<file path="src/hdl/bgd_pkg.sv">
// Types and constants of the button gesture detector.
// No dependencies; bgd_cfg, bgd_core and the top level import this package.
`default_nettype none

package bgd_pkg;

    localparam int unsigned ThrW  = 16;
    localparam int unsigned TimeW = 32;
    localparam int unsigned CfgIdxW = 2;

    // Gesture codes on the result channel
    typedef enum logic [2:0] {
        GEST_NONE     = 3'd0,
        GEST_CLICK    = 3'd1,
        GEST_RELEASED = 3'd2,
        GEST_HOLD     = 3'd3,
        GEST_LONG     = 3'd4
    } gesture_t;

    // Configuration register indexes
    localparam logic [CfgIdxW-1:0] CFG_DEBOUNCE  = 2'd0;
    localparam logic [CfgIdxW-1:0] CFG_DBL_GAP   = 2'd1;
    localparam logic [CfgIdxW-1:0] CFG_HOLD      = 2'd2;
    localparam logic [CfgIdxW-1:0] CFG_LONG_HOLD = 2'd3;

    // Reset values of the thresholds
    localparam logic [ThrW-1:0] DEBOUNCE_RST  = 16'd20;
    localparam logic [ThrW-1:0] DBL_GAP_RST   = 16'd250;
    localparam logic [ThrW-1:0] HOLD_RST      = 16'd1000;
    localparam logic [ThrW-1:0] LONG_HOLD_RST = 16'd3000;

    // Thresholds handed from the register bank to the core
    typedef struct packed {
        logic [ThrW-1:0] debounce_ms;
        logic [ThrW-1:0] double_click_gap_ms;
        logic [ThrW-1:0] hold_ms;
        logic [ThrW-1:0] long_hold_ms;
    } cfg_t;

endpackage

`default_nettype wire

</file>
<file path="src/hdl/bgd_sample_if.sv">
// Sample channel: valid/ready handshake with button level and timestamp.
// Depends on nothing.
`default_nettype none

interface bgd_sample_if;
    logic        valid;
    logic        ready;
    logic        button_level;
    logic [31:0] now_ms;

    modport source (output valid, output button_level, output now_ms, input ready);
    modport sink (input valid, input button_level, input now_ms, output ready);
endinterface

`default_nettype wire

</file>
<file path="src/hdl/bgd_gesture_if.sv">
// Gesture channel: valid/ready handshake with a 3-bit gesture code.
// Depends on nothing.
`default_nettype none

interface bgd_gesture_if;
    logic       valid;
    logic       ready;
    logic [2:0] gesture;

    modport source (output valid, output gesture, input ready);
    modport sink (input valid, input gesture, output ready);
endinterface

`default_nettype wire

</file>
<file path="src/hdl/bgd_cfg.sv">
// Threshold register bank written through the plain write port.
// Depends on bgd_pkg.
`default_nettype none

module bgd_cfg (
    input  wire logic                        clk,
    input  wire logic                        rst_n,
    input  wire logic                        cfg_wr_en,
    input  wire logic [bgd_pkg::CfgIdxW-1:0] cfg_index,
    input  wire logic [bgd_pkg::ThrW-1:0]    cfg_wdata,
    output bgd_pkg::cfg_t                    cfg
);
    import bgd_pkg::*;

    cfg_t cfg_reg;
    cfg_t cfg_next;

    // Decode the write
    always_comb
    begin
        cfg_next = cfg_reg;
        if (cfg_wr_en)
        begin
            case (cfg_index)
                CFG_DEBOUNCE:  cfg_next.debounce_ms         = cfg_wdata;
                CFG_DBL_GAP:   cfg_next.double_click_gap_ms = cfg_wdata;
                CFG_HOLD:      cfg_next.hold_ms             = cfg_wdata;
                CFG_LONG_HOLD: cfg_next.long_hold_ms        = cfg_wdata;
                default:       cfg_next = cfg_reg;
            endcase
        end
    end

    always_ff @(posedge clk or negedge rst_n)
    begin
        if (!rst_n)
        begin
            cfg_reg.debounce_ms         <= DEBOUNCE_RST;
            cfg_reg.double_click_gap_ms <= DBL_GAP_RST;
            cfg_reg.hold_ms             <= HOLD_RST;
            cfg_reg.long_hold_ms        <= LONG_HOLD_RST;
        end
        else
        begin
            cfg_reg <= cfg_next;
        end
    end

    assign cfg = cfg_reg;

endmodule

`default_nettype wire

</file>
<file path="src/hdl/bgd_core.sv">
// Gesture state and the per-sample decision logic.
// Depends on bgd_pkg.
`default_nettype none

module bgd_core (
    input  wire logic                      clk,
    input  wire logic                      rst_n,
    input  wire logic                      step_en,
    input  wire logic                      level,
    input  wire logic [bgd_pkg::TimeW-1:0] now,
    input  wire bgd_pkg::cfg_t             cfg,
    output bgd_pkg::gesture_t              gesture
);
    import bgd_pkg::*;

    logic             last_level_reg, last_level_next;
    logic [TimeW-1:0] press_time_reg, press_time_next;
    logic [TimeW-1:0] release_time_reg, release_time_next;
    logic             ignore_release_reg, ignore_release_next;
    logic             single_allowed_reg, single_allowed_next;
    logic             hold_done_reg, hold_done_next;
    logic             long_done_reg, long_done_next;
    logic             dbl_on_rel_reg, dbl_on_rel_next;
    logic             await_dbl_reg, await_dbl_next;

    logic [TimeW-1:0] deb_w, gap_w, hold_w, long_w;

    assign deb_w  = {{(TimeW-ThrW){1'b0}}, cfg.debounce_ms};
    assign gap_w  = {{(TimeW-ThrW){1'b0}}, cfg.double_click_gap_ms};
    assign hold_w = {{(TimeW-ThrW){1'b0}}, cfg.hold_ms};
    assign long_w = {{(TimeW-ThrW){1'b0}}, cfg.long_hold_ms};

    // One step: edge handling, click timeout, hold detection
    always_comb
    begin
        logic [TimeW-1:0] since_rel;
        logic [TimeW-1:0] since_press;
        gesture_t         g;

        since_rel   = now - release_time_reg;
        since_press = now - press_time_reg;
        g           = GEST_NONE;

        press_time_next     = press_time_reg;
        release_time_next   = release_time_reg;
        ignore_release_next = ignore_release_reg;
        single_allowed_next = single_allowed_reg;
        hold_done_next      = hold_done_reg;
        long_done_next      = long_done_reg;
        dbl_on_rel_next     = dbl_on_rel_reg;
        await_dbl_next      = await_dbl_reg;

        // Debounced press or release edge
        if (!level && last_level_reg && (since_rel > deb_w))
        begin
            press_time_next     = now;
            since_press         = '0;
            ignore_release_next = 1'b0;
            single_allowed_next = 1'b1;
            hold_done_next      = 1'b0;
            long_done_next      = 1'b0;
            dbl_on_rel_next     = (since_rel < gap_w) && !dbl_on_rel_reg && await_dbl_reg;
            await_dbl_next      = 1'b0;
        end
        else if (level && !last_level_reg && (since_press > deb_w))
        begin
            if (!ignore_release_reg)
            begin
                release_time_next = now;
                since_rel         = '0;
                if (!dbl_on_rel_reg)
                begin
                    await_dbl_next = 1'b1;
                end
                else
                begin
                    g                   = GEST_RELEASED;
                    dbl_on_rel_next     = 1'b0;
                    await_dbl_next      = 1'b0;
                    single_allowed_next = 1'b0;
                end
            end
        end

        // Gap expired with no second press: single click
        if (level && (since_rel >= gap_w) && await_dbl_next && !dbl_on_rel_next
            && single_allowed_next && (g != GEST_RELEASED))
        begin
            g              = GEST_CLICK;
            await_dbl_next = 1'b0;
        end

        // Hold, then long hold; long hold wins in the same step
        if (!level && (since_press >= hold_w))
        begin
            if (!hold_done_next)
            begin
                g                   = GEST_HOLD;
                ignore_release_next = 1'b1;
                dbl_on_rel_next     = 1'b0;
                await_dbl_next      = 1'b0;
                hold_done_next      = 1'b1;
            end
            if ((since_press >= long_w) && !long_done_next)
            begin
                g              = GEST_LONG;
                long_done_next = 1'b1;
            end
        end

        last_level_next = level;
        gesture         = g;
    end

    always_ff @(posedge clk or negedge rst_n)
    begin
        if (!rst_n)
        begin
            last_level_reg     <= 1'b1;
            press_time_reg     <= '0;
            release_time_reg   <= '0;
            ignore_release_reg <= 1'b0;
            single_allowed_reg <= 1'b0;
            hold_done_reg      <= 1'b0;
            long_done_reg      <= 1'b0;
            dbl_on_rel_reg     <= 1'b0;
            await_dbl_reg      <= 1'b0;
        end
        else if (step_en)
        begin
            last_level_reg     <= last_level_next;
            press_time_reg     <= press_time_next;
            release_time_reg   <= release_time_next;
            ignore_release_reg <= ignore_release_next;
            single_allowed_reg <= single_allowed_next;
            hold_done_reg      <= hold_done_next;
            long_done_reg      <= long_done_next;
            dbl_on_rel_reg     <= dbl_on_rel_next;
            await_dbl_reg      <= await_dbl_next;
        end
    end

endmodule

`default_nettype wire

</file>
<file path="src/hdl/button_gesture_detector_unit.sv">
// Button gesture detector, top level.
// Usage:
//   sample  : request with button_level (0 pressed) and now_ms; one gesture
//             code comes back for every request, in order.
//   gesture : request with a code: 0 none, 1 click, 2 double-click release,
//             3 hold, 4 long hold.
//   cfg_*   : write port for debounce, double-click gap, hold and long hold
//             thresholds in ms; write only while no request is in flight.
// Path: an accepted request waits in the input register; its gesture is
//   loaded into the result register when the step fires.
// Throughput: one request per cycle while results are taken; the whole step
//   sits between the input and result registers and updates the state.
// Stall: a held result keeps its value; the input register still takes one
//   more request, after which sample.ready drops until the result is taken.
// Reset: rst_n (async, active low) empties both registers, restores the
//   default thresholds and returns the gesture state to released/idle.
// Depends on bgd_pkg, bgd_sample_if, bgd_gesture_if, bgd_cfg, bgd_core.
`default_nettype none

module button_gesture_detector_unit (
    input  wire logic                        clk,
    input  wire logic                        rst_n,
    bgd_sample_if.sink                       sample,
    bgd_gesture_if.source                    result,
    input  wire logic                        cfg_wr_en,
    input  wire logic [bgd_pkg::CfgIdxW-1:0] cfg_index,
    input  wire logic [bgd_pkg::ThrW-1:0]    cfg_wdata
);
    import bgd_pkg::*;

    cfg_t             cfg;
    logic             in_valid_reg, in_valid_next;
    logic             level_reg;
    logic [TimeW-1:0] now_reg;
    logic             out_valid_reg, out_valid_next;
    gesture_t         gest_reg;
    gesture_t         gest_step;
    logic             out_adv;
    logic             step_en;
    logic             in_take;

    // Handshake: the step fires when the result register can load
    assign out_adv      = !out_valid_reg || result.ready;
    assign step_en      = in_valid_reg && out_adv;
    assign sample.ready = !in_valid_reg || out_adv;
    assign in_take      = sample.valid && sample.ready;

    assign in_valid_next  = in_take ? 1'b1 : (step_en ? 1'b0 : in_valid_reg);
    assign out_valid_next = step_en ? 1'b1 : (result.ready ? 1'b0 : out_valid_reg);

    bgd_cfg u_cfg (
        .clk       (clk),
        .rst_n     (rst_n),
        .cfg_wr_en (cfg_wr_en),
        .cfg_index (cfg_index),
        .cfg_wdata (cfg_wdata),
        .cfg       (cfg)
    );

    bgd_core u_core (
        .clk     (clk),
        .rst_n   (rst_n),
        .step_en (step_en),
        .level   (level_reg),
        .now     (now_reg),
        .cfg     (cfg),
        .gesture (gest_step)
    );

    // Valid flags
    always_ff @(posedge clk or negedge rst_n)
    begin
        if (!rst_n)
        begin
            in_valid_reg  <= 1'b0;
            out_valid_reg <= 1'b0;
        end
        else
        begin
            in_valid_reg  <= in_valid_next;
            out_valid_reg <= out_valid_next;
        end
    end

    // Payload registers
    always_ff @(posedge clk)
    begin
        if (in_take)
        begin
            level_reg <= sample.button_level;
            now_reg   <= sample.now_ms;
        end
        if (step_en)
        begin
            gest_reg <= gest_step;
        end
    end

    assign result.valid   = out_valid_reg;
    assign result.gesture = gest_reg;

endmodule

`default_nettype wire

</file>
<file path="src/flat_wrapper.sv">
// flat-port wrapper written by rule: the top's interface ports become plain ports
module button_gesture_detector_unit_flat import bgd_pkg::*;
  (clk, rst_n, cfg_wr_en, cfg_index, cfg_wdata, sample_valid, sample_button_level, sample_now_ms, sample_ready, result_valid, result_gesture, result_ready);
  bgd_sample_if sample_i ();
  bgd_gesture_if result_i ();
  input  wire logic clk;
  input  wire logic rst_n;
  input  wire logic cfg_wr_en;
  input  wire logic [bgd_pkg::CfgIdxW-1:0] cfg_index;
  input  wire logic [bgd_pkg::ThrW-1:0] cfg_wdata;
  input wire logic [$bits(sample_i.valid)-1:0] sample_valid;
  input wire logic [$bits(sample_i.button_level)-1:0] sample_button_level;
  input wire logic [$bits(sample_i.now_ms)-1:0] sample_now_ms;
  output wire logic [$bits(sample_i.ready)-1:0] sample_ready;
  output wire logic [$bits(result_i.valid)-1:0] result_valid;
  output wire logic [$bits(result_i.gesture)-1:0] result_gesture;
  input wire logic [$bits(result_i.ready)-1:0] result_ready;
  assign sample_i.valid = sample_valid;
  assign sample_i.button_level = sample_button_level;
  assign sample_i.now_ms = sample_now_ms;
  assign sample_ready = sample_i.ready;
  assign result_valid = result_i.valid;
  assign result_gesture = result_i.gesture;
  assign result_i.ready = result_ready;
  button_gesture_detector_unit u_core (.clk(clk), .rst_n(rst_n), .sample(sample_i), .result(result_i), .cfg_wr_en(cfg_wr_en), .cfg_index(cfg_index), .cfg_wdata(cfg_wdata));
endmodule
</file>
<file path="config.mk">
export PLATFORM = sky130hd
export DESIGN_NAME = button_gesture_detector_unit_flat
export DESIGN_NICKNAME = d
export VERILOG_FILES = /design/src/hdl/bgd_pkg.sv /design/src/hdl/bgd_sample_if.sv /design/src/hdl/bgd_gesture_if.sv /design/src/hdl/bgd_cfg.sv /design/src/hdl/bgd_core.sv /design/src/hdl/button_gesture_detector_unit.sv /design/src/flat_wrapper.sv
export SDC_FILE = /design/constraint.sdc
export NUM_CORES = 1
export LEC_CHECK = 0
export ABC_AREA = 1
export ABC_CLOCK_PERIOD_IN_PS = 4400
export BUFFER_PORTS_ARGS = -buffer_cell sky130_fd_sc_hd__buf_2
export CAP_MARGIN = 20
export CELL_PAD_IN_SITES_DETAIL_PLACEMENT = 0
export CELL_PAD_IN_SITES_GLOBAL_PLACEMENT = 1
export CORE_ASPECT_RATIO = 1.2
export CORE_MARGIN = 1.5
export CORE_UTILIZATION = 42
export DETAILED_ROUTE_END_ITERATION = 16
export GPL_TIMING_DRIVEN = 0
export PLACE_DENSITY_LB_ADDON = 0.05
export SLEW_MARGIN = 20
export SYNTH_ARGS = -nofsm -noshare
export SYNTH_HDL_FRONTEND = slang
export SYNTH_HIERARCHICAL = 1
export SYNTH_SLANG_ARGS = --single-unit
</file>
<file path="constraint.sdc">
create_clock -name clk -period 4.4 [get_ports clk]
set_clock_uncertainty 0.05 [all_clocks]
set_input_delay 0.22 -clock clk [delete_from_list [all_inputs] [get_ports clk]]
set_output_delay 0.22 -clock clk [all_outputs]
set_load 0.1 [all_outputs]
</file>
Yosys cells after proc, flatten, opt, wreduce, memory -nomap -nowiden
Index checks and enable logic that the tools add are counted.

Output and inout port bits: 5. Logic and storage cells: 105. Register bits after elaboration: 173. Input port bits: 56.

Bitwise logic cells: 2. Equal/unequal tests: 4. Reduce and logical (&&, ||, !) cells: 33. Order comparisons: 6. Add/subtract/negate cells: 2. Muxes and demuxes: 40.

Operators with widths (count): $mux W32 (4); $ge A32 B16 Y1 (3); $gt A32 B16 Y1 (2); $sub A32 B32 Y32 (2); $lt A32 B16 Y1 (1); $mux W1 (28); $logic_and A1 B1 Y1 (15); $mux W3 (4); $reduce_and A2 Y1 (5); $mux W2 (4); $logic_not A1 Y1 (7); $eq A2 B2 Y1 const B (2); $reduce_and A4 Y1 (1); $reduce_bool A2 Y1 (2); $ne A3 B2 Y1 const B (1); $eq A2 B1 Y1 const B (1); $logic_not A2 Y1 (1); $logic_or A1 B1 Y1 (2); $not A1 Y1 (2).

Depth between registers and ports, before layout
Gate-level depths: netlist (run 1).

Depth after elaboration: 15. Depth in mapped cells: 38.

Cells and area by module
Netlist (run 1), hierarchy kept.

Modules (own cells, without submodules): bgd_core (times used 1, cells an instance 1772, area an instance 10538.9 sq um, sequential area each 1778.0 sq um); bgd_cfg (times used 1, cells an instance 285, area an instance 2637.5 sq um, sequential area each 1627.8 sq um); button_gesture_detector_unit (times used 1, cells an instance 48, area an instance 1176.1 sq um, sequential area each 1131.1 sq um).

Worst setup path before layout (run 1)
Ideal clock, no wire load.

Path kind: reg-to-reg. From: reg u_core.now_reg[0]. To: reg u_core.gest_reg[1], in the netlist u_core/result.gesture[1], data pin. Buffers on the path: 0. Slack: -0.096 ns. Setup time: 0.256 ns. Data required time: 4.094 ns. Cell stages (with the launch flop): 34. Period minus slack after synthesis: 4.496 ns. Arrival time: 4.190 ns. Cells stage by stage: edfxtp_1 -> inv_1 -> ha_1 -> inv_1 -> fa_1 -> nand2_1 -> nand3_1 -> nand3_1 -> nand2_1 -> nand2_1 -> nand2_2 -> xor2_1 -> ha_1 -> nand3_1 -> nor3_1 -> nand2_1 -> nand2_1 -> nand3_2 -> nand2_4 -> inv_1 -> or2_2 -> ha_1 -> o21ai_0 -> nand2_1 -> a31oi_1 -> o221ai_1 -> nand3_1 -> nand4_1 -> a21oi_1 -> nand2_1 -> nand2_1 -> inv_2 -> nand3_1 -> nand2_1.

Cells in the longest elaborated chain, start to end: 15.

Ends and longest elaborated chain: from (decl) (RTL line button_gesture_detector_unit.sv:34) `logic [TimeW-1:0] now_reg;`; from (signal assigned) (RTL line button_gesture_detector_unit.sv:91) `now_reg <= sample.now_ms;`; $sub A32 B32 Y32 (RTL line bgd_core.sv:41) `since_press = now - press_time_reg;`; $gt A32 B16 Y1 (RTL line bgd_core.sv:65) `else if (level && !last_level_reg && (since_press > deb_w))`; $logic_and A1 B1 Y1 (RTL line bgd_core.sv:65); $mux W32 (RTL line bgd_core.sv:65); $mux W32 (RTL line bgd_core.sv:54) `if (!level && last_level_reg && (since_rel > deb_w))`; $ge A32 B16 Y1 (RTL line bgd_core.sv:86) `if (level && (since_rel >= gap_w) && await_dbl_next && !dbl_on_rel_next`; $logic_and A1 B1 Y1 (3 in a row) (RTL line bgd_core.sv:86); $logic_and A1 B1 Y1 (2 in a row) (RTL line bgd_core.sv:87) `&& single_allowed_next && (g != GEST_RELEASED))`; $mux W3 (RTL line bgd_core.sv:86); $mux W3 (RTL line bgd_core.sv:96) `if (!hold_done_next)`; $mux W3 (RTL line bgd_core.sv:104) `if ((since_press >= long_w) && !long_done_next)`; $mux W3 * (RTL line bgd_core.sv:94) `if (!level && (since_press >= hold_w))`; net u_core.gest_step[1] (RTL line button_gesture_detector_unit.sv:37) `gesture_t gest_step;`; to (signal assigned) (RTL line button_gesture_detector_unit.sv:95) `gest_reg <= gest_step;`; to (decl) (RTL line button_gesture_detector_unit.sv:36) `gesture_t gest_reg;`.

Mark *: on every way through the listed nets, which the timed path passes. The rest lies on a longest branch. A chain may end at the register's enable or synchronous reset.

Worst setup path after layout (run 1)
From: reg u_core.now_reg[10]. To: reg u_core.gest_reg[0], in the netlist u_core/result.gesture[0], data pin.

The elaborated chain is that of the path after synthesis.

==> results.toml, run 1 <==
[synth]
async_flop_share_pct = 79.2
synth_common_cells = "nand2_1 (706), inv_1 (399), ha_1 (157)"
yosys.area.top_type_share_pct = 20.1
yosysUniqueCellTypes = 49
yosysTopAreaCell = "dfrtp_1"
ys_seq_elements = 173
syn_nets = 2320
synthCells = 2105
yosys_warnings = 6
synth_area_sq_um = 14400
synth_edf_count = 36
yosysSeqAreaShare_pct = 31.6
synth_most_common_cell = "nand2_1"
yosys-top-cells-area = "dfrtp_1 (20%), nand2_1 (18%), ha_1 (14%)"
syn_avg_cell_area_sq_um = 6.82
synthFlopType = "dfrtp_1"

[pwr]
comb_power_share_pct = 70.4
power_density_nw_per_um2 = 692
ir_drop_mv = 0.384
p_seq_share_pct = 17.2
p_sw_share_pct = 48.9
power_frac_clock_pct = 12.3
intPower_mw = 6.61
netSwitchingPower_mw = 6.33
power.leakage_nw = 9.70

[cells_and_area]
drive_gt1_share_pct = 22.0
largest_reg_flops = 64
finalInstanceArea_sq_um = 18700
nNetsFinal = 2538
flow.area_growth_from_synthesis_pct = 30.3
stdcell_count = 2792
antennaDiodeCount = 0

[critical_path]
crit_start = "u_core/now_reg[10]"
rr_startpoint = "u_core/now_reg[10]"
required_ps = 4550
end_kind = "register"
crit_slowest_cell = "edfxtp_1"
arrival_ps = 5040
cp-start-kind = "register"
crit_type = "reg -> reg"
max_stage_delay_ps = 470
crit_fanout = 4

[die]
fp.dieH_um = 206
ios = 61
die_w_um = 172
num_rows = 74
core_area_sq_um = 33900
start_util_pct = 42.4
die_area_sq_um = 35300

[min_path]
hp-class = "in -> reg"
hp-start = "cfg_wdata[1]"

[detailed_routing]
vias = 13700
routed_wl_um = 47300
first_pass_iters = 7
viasPerCell = 4.90
route.detailed.drc = 0
drtAntennaViolNets = 0
drt_iter0_markers = 760
post_drt_wl_per_cell_um = 16.9

[timing]
fin_ws_ps = -485
final.setup.tns_ps = -2970
finalMaxSlewViolations = 0
slew_headroom_pct = 45.1
setup_viol_count_final = 8
hold_viol_final = 0
max_freq_mhz = 205
hold_ws_ps = 11.4
rsz0062_at_grt = "true"
fin_crit_sh_pct = 111
finalCriticalPeriod_ps = 4880
tightest_slew_ps = 823

[global_routing]
grt.overflow.total = 0
grt_pass1_vias = 13600
grt_util_all_layers_pct = 27.4
grt_max_degree = 93
antenna_found_initial = 0
grt_pass1_wl_um = 72400

[placed_design]
post_dp_cell_area_sq_um = 15300
dp_hpwl_um = 36400
place.gp.congestion = 0.926
numPortBuffers = 58
dp_cells = 2620
post-place-ws_ps = -1550

[clocking]
clock_latency_ps = 460
cts-root-buf = "clkbuf_16"
numCtsBuffers = 17
clk_pin_slew_ps = 80
cts.sinks = 173
cts_buffer_depth = 2
cts_tree = "built"
cts_htree_levels = 4

[status]
status = "finished, violations left"
violations = "setup timing"

[job]
maxCapViolCount = 0
-- power by group through the flow --
stage                     Sequential (mW)  Combinational (mW)  Clock [mW]
after floorplan                      2.24                5.07           0
after global placement               2.26                6.72           0
after detailed placement             2.27                6.85           0
after CTS                            2.23                8.03        1.62
after global routing                 2.28                10.3        1.68
final                                2.23                9.12        1.60
-- what timing repair did --
item | CTS | global route
resized for setup | 161 | 156
buffers inserted | 59 | 41
cloned | 0 | 0
endpoints found under the hold margin | 84 | 0
hold buffers | 40 | 0
pin swaps | 60 | 84
setup endpoints to repair | 8 | 8
-- cells in the final DEF, fill, tap and decap left out, types with 16 or more instances in the layout --
cell | synthesis | final
nand4_1 | 69 | 69
ha_1 | 157 | 111
dlygate4sd3_1 | 0 | 40
clkbuf_16 | 0 | 18
inv_1 | 399 | 384
ha_4 | 0 | 44
nand2_4 | 1 | 18
nand3_1 | 115 | 96
o21ai_0 | 52 | 43
a21oi_1 | 84 | 71
dfstp_2 | 22 | 22
buf_2 | 16 | 72
nand2_1 | 706 | 639
inv_2 | 4 | 16
buf_6 | 6 | 23
a21oi_2 | 27 | 38
edfxtp_1 | 36 | 36
dfrtp_1 | 115 | 115
buf_4 | 3 | 86
nand2_2 | 5 | 54
nor2_1 | 154 | 141
-- through the flow --
stage               power (mW)  util (%)
global placement          8.97      45.1
global route              14.2      55.2
detailed placement        9.12      45.2
floorplan                 7.31         -
CTS                       11.9      52.2
finish                    12.9      55.2
-- cells by family after synthesis --
family                     synth area share, %
AOI/OAI and AO/OA                         8.03
xor gates and xnor gates                  1.89
adders and majority gates                 14.0
buffers and inverters                     12.2
DFF                                       31.6
and+or+nand+nor                           32.4
-- critical path, delay by kind of cell (launching register included) --
family | cells | cell delay (ps)
xor gates and xnor gates | 1 | 210
AOI/OAI and AO/OA | 10 | 1300
DFF | 1 | 470
and+or+nand+nor | 14 | 1510
buffers and inverters | 4 | 350
adders and majority gates | 3 | 730
-- path summary, 6_finish.rpt --
kind	cells after the start	endpoint	slack (ps)
hold / removal	3	u_core/u_cfg/cfg[33]	10
hold reg to reg	2	u_core/u_cfg/cfg[37]	410
setup reg to reg	32	u_core/result.gesture[0]	-480
setup / recovery	32	u_core/result.gesture[0]	-480
max in group asynchronous	3	u_core/u_core/last_level_reg	3250
min in group asynchronous	2	u_core/u_core/press_time_reg[28]	210
-- cell type report --
cell class	count	area, sq um
multi-input cells	1488	9680
clock inverters	13	144
repair buffers	199	1540
fillers	3379	15200
clock buffers	19	454
flip-flops and latches	173	4540
inverters	406	1540
plain buffers	38	234
well taps	456	571
-- metal layers --
layer | up-vias | global-route usage [%] | part of all wire [%]
met2 | 278 | 49.3 | 50
met5 | - | 0 | 0
li1 | 7057 | - | -
met3 | 86 | 3.02 | 3.1
met1 | 6267 | 31.7 | 42
met4 | 0 | 14.3 | 5.0
Power figures use the tool's default switching activity.
==> run 2, diff against run 1 <==
--- a/config.mk
+++ b/config.mk
@@ -18,2 +18,3 @@
 export GPL_TIMING_DRIVEN = 0
+export HOLD_SLACK_MARGIN = 0.15
 export PLACE_DENSITY_LB_ADDON = 0.05
--- a/constraint.sdc
+++ b/constraint.sdc
@@ -4,2 +4,2 @@
 set_output_delay 0.22 -clock clk [all_outputs]
-set_load 0.1 [all_outputs]
+set_load 0.02 [all_outputs]
==> run 2 against run 1 <==
The flow still finishes with violations (setup timing). Non-clock buffer count rose by 18. Sequential share of layout area down 0.23 points. Via count increased by 0.58%. Setup slack worse by 5.4 ps. Clock-buffer cell count unchanged. Hold slack better by 190 ps. Register-to-register slack hardly changed. Maximum frequency decreased by 0.11%. Critical path type unchanged. Critical endpoint is now u_core/result.gesture[1].
==> results.toml, run 2 (synthesized netlist as in run 1, its figures left out) <==
[placed_design]
post_dp_cell_area_sq_um = 15300
dp_hpwl_um = 36400
numPortBuffers = 58
place.gp.congestion = 0.926

[clocking]
cts-root-buf = "clkbuf_16"
clock_latency_ps = 460
clk_pin_slew_ps = 80
numCtsBuffers = 17
cts_buffer_depth = 2
cts_tree = "built"
cts_htree_levels = 4
cts.sinks = 173

[timing]
finalMaxSlewViolations = 0
setup_viol_count_final = 8
finalCriticalPeriod_ps = 4890
fin_crit_sh_pct = 111
max_freq_mhz = 204
hold_ws_ps = 206
fin_ws_ps = -490
slew_headroom_pct = 44.9
hold_viol_final = 0
tightest_slew_ps = 826
rsz0062_at_grt = "true"

[die]
die_w_um = 172
die_area_sq_um = 35300
ios = 61
fp.dieH_um = 206
num_rows = 74
core_area_sq_um = 33900
start_util_pct = 42.4

[cells_and_area]
drive_gt1_share_pct = 21.8
largest_reg_flops = 64
mostFrequentLayoutCells = "nand2_1 (639), inv_1 (384), nor2_1 (141), dfrtp_1 (115), ha_1 (111)"
finalInstanceArea_sq_um = 18900
antennaDiodeCount = 0
nFillCells = 3357
nNetsFinal = 2556
final_common_cell = "nand2_1"
flow.area_growth_from_synthesis_pct = 31.5

[critical_path]
crit_type = "reg -> reg"
arrival_ps = 5040
crit_fanout = 10
cp-start-kind = "register"
required_ps = 4550
crit_slowest_cell = "o311ai_4"
end_kind = "register"
max_stage_delay_ps = 480

[global_routing]
grt_util_all_layers_pct = 27.5
grt_pass1_wl_um = 72900
grt_pass1_vias = 13700
grt_max_degree = 93
antenna_found_initial = 0
grt.overflow.total = 0

[pwr]
power.leakage_nw = 9.77
ir_drop_mv = 0.384
power_density_nw_per_um2 = 684

[detailed_routing]
drtAntennaViolNets = 0
drt_iter0_markers = 771
viasPerCell = 4.90
first_pass_iters = 6
routed_wl_um = 47400
post_drt_wl_per_cell_um = 16.9
route.detailed.drc = 0
vias = 13800

[min_path]
hp-class = "in -> async"

[status]
violations = "setup timing"
status = "finished, violations left"

[job]
maxCapViolCount = 0
## run 2: metal layers
| metal | wire length, um | track usage, % |
|---|---|---|
| met5 | 0 | 0 |
| met4 | 2210 | 14.1 |
| met3 | 1470 | 3.06 |
| met2 | 23900 | 49.8 |
| met1 | 19800 | 31.8 |
## run 2: metrics by stage
stage	cells	utilization (%)	worst slack, ps	power [mW]	setup TNS [ps]
2_1_floorplan	2105	-	3.12	7.27	0
3_3_place_gp	2619	45.1	-1520	8.94	-10600
3_5_place_dp	2620	45.2	-1550	9.08	-10600
4_1_cts	2769	52.8	-588	11.9	-4210
5_1_grt	2810	55.7	-743	14.2	-5140
6_report	2810	55.7	-490	12.9	-3090
## run 2: worst max-delay path: cells and delay by family (launching register included)
family | cells | cell delay [ps]
adder cells (fa/ha/maj) | 3 | 1000
buffers and inverters | 4 | 510
AO/OA/AOI/OAI | 1 | 480
AND/OR/NAND/NOR | 20 | 1940
XOR/XNOR | 1 | 180
flip-flops | 1 | 450
## run 2: final cells by class
class / count / area [sq um] / share of cell area, %
plain buffers: 38 / 234 / 1.24
clock buffers: 19 / 454 / 2.41
clock inverters: 13 / 144 / 0.763
inverters: 406 / 1540 / 8.16
multi-input cells: 1488 / 9670 / 51.3
flip-flops and latches: 173 / 4540 / 24.0
well taps: 456 / 571 / 3.02
repair buffers: 217 / 1720 / 9.11
## run 2: path summary, 6_finish.rpt
check	end	cells past startpoint	slack (ps)	start
max	u_core/result.gesture[1]	29	-490	u_core/now_reg[1]
min	u_core/u_core/press_time_reg[28]	2	210	rst_n
max reg2reg	u_core/result.gesture[1]	29	-490	u_core/now_reg[1]
min reg2reg	u_core/u_cfg/cfg[37]	2	410	u_core/u_cfg/cfg[37]
max in group asynchronous	u_core/u_core/last_level_reg	3	3250	rst_n
min in group clk	u_core/u_cfg/cfg[37]	2	410	u_core/u_cfg/cfg[37]
## run 2: power breakdown
group          internal, mW  switching [mW]
sequential             2.05           0.179
clock                 0.838           0.757
combinational          3.73            5.35
total                  6.62            6.29
## run 2: timing repair
item / 4_1_cts / 5_1_grt
pin swaps: 60 / 84
resized for setup: 161 / 156
endpoints found under the setup margin: 8 / 8
setup buffers: 59 / 41
hold buffers: 58 / 0
hold endpoints to repair: 227 / 0
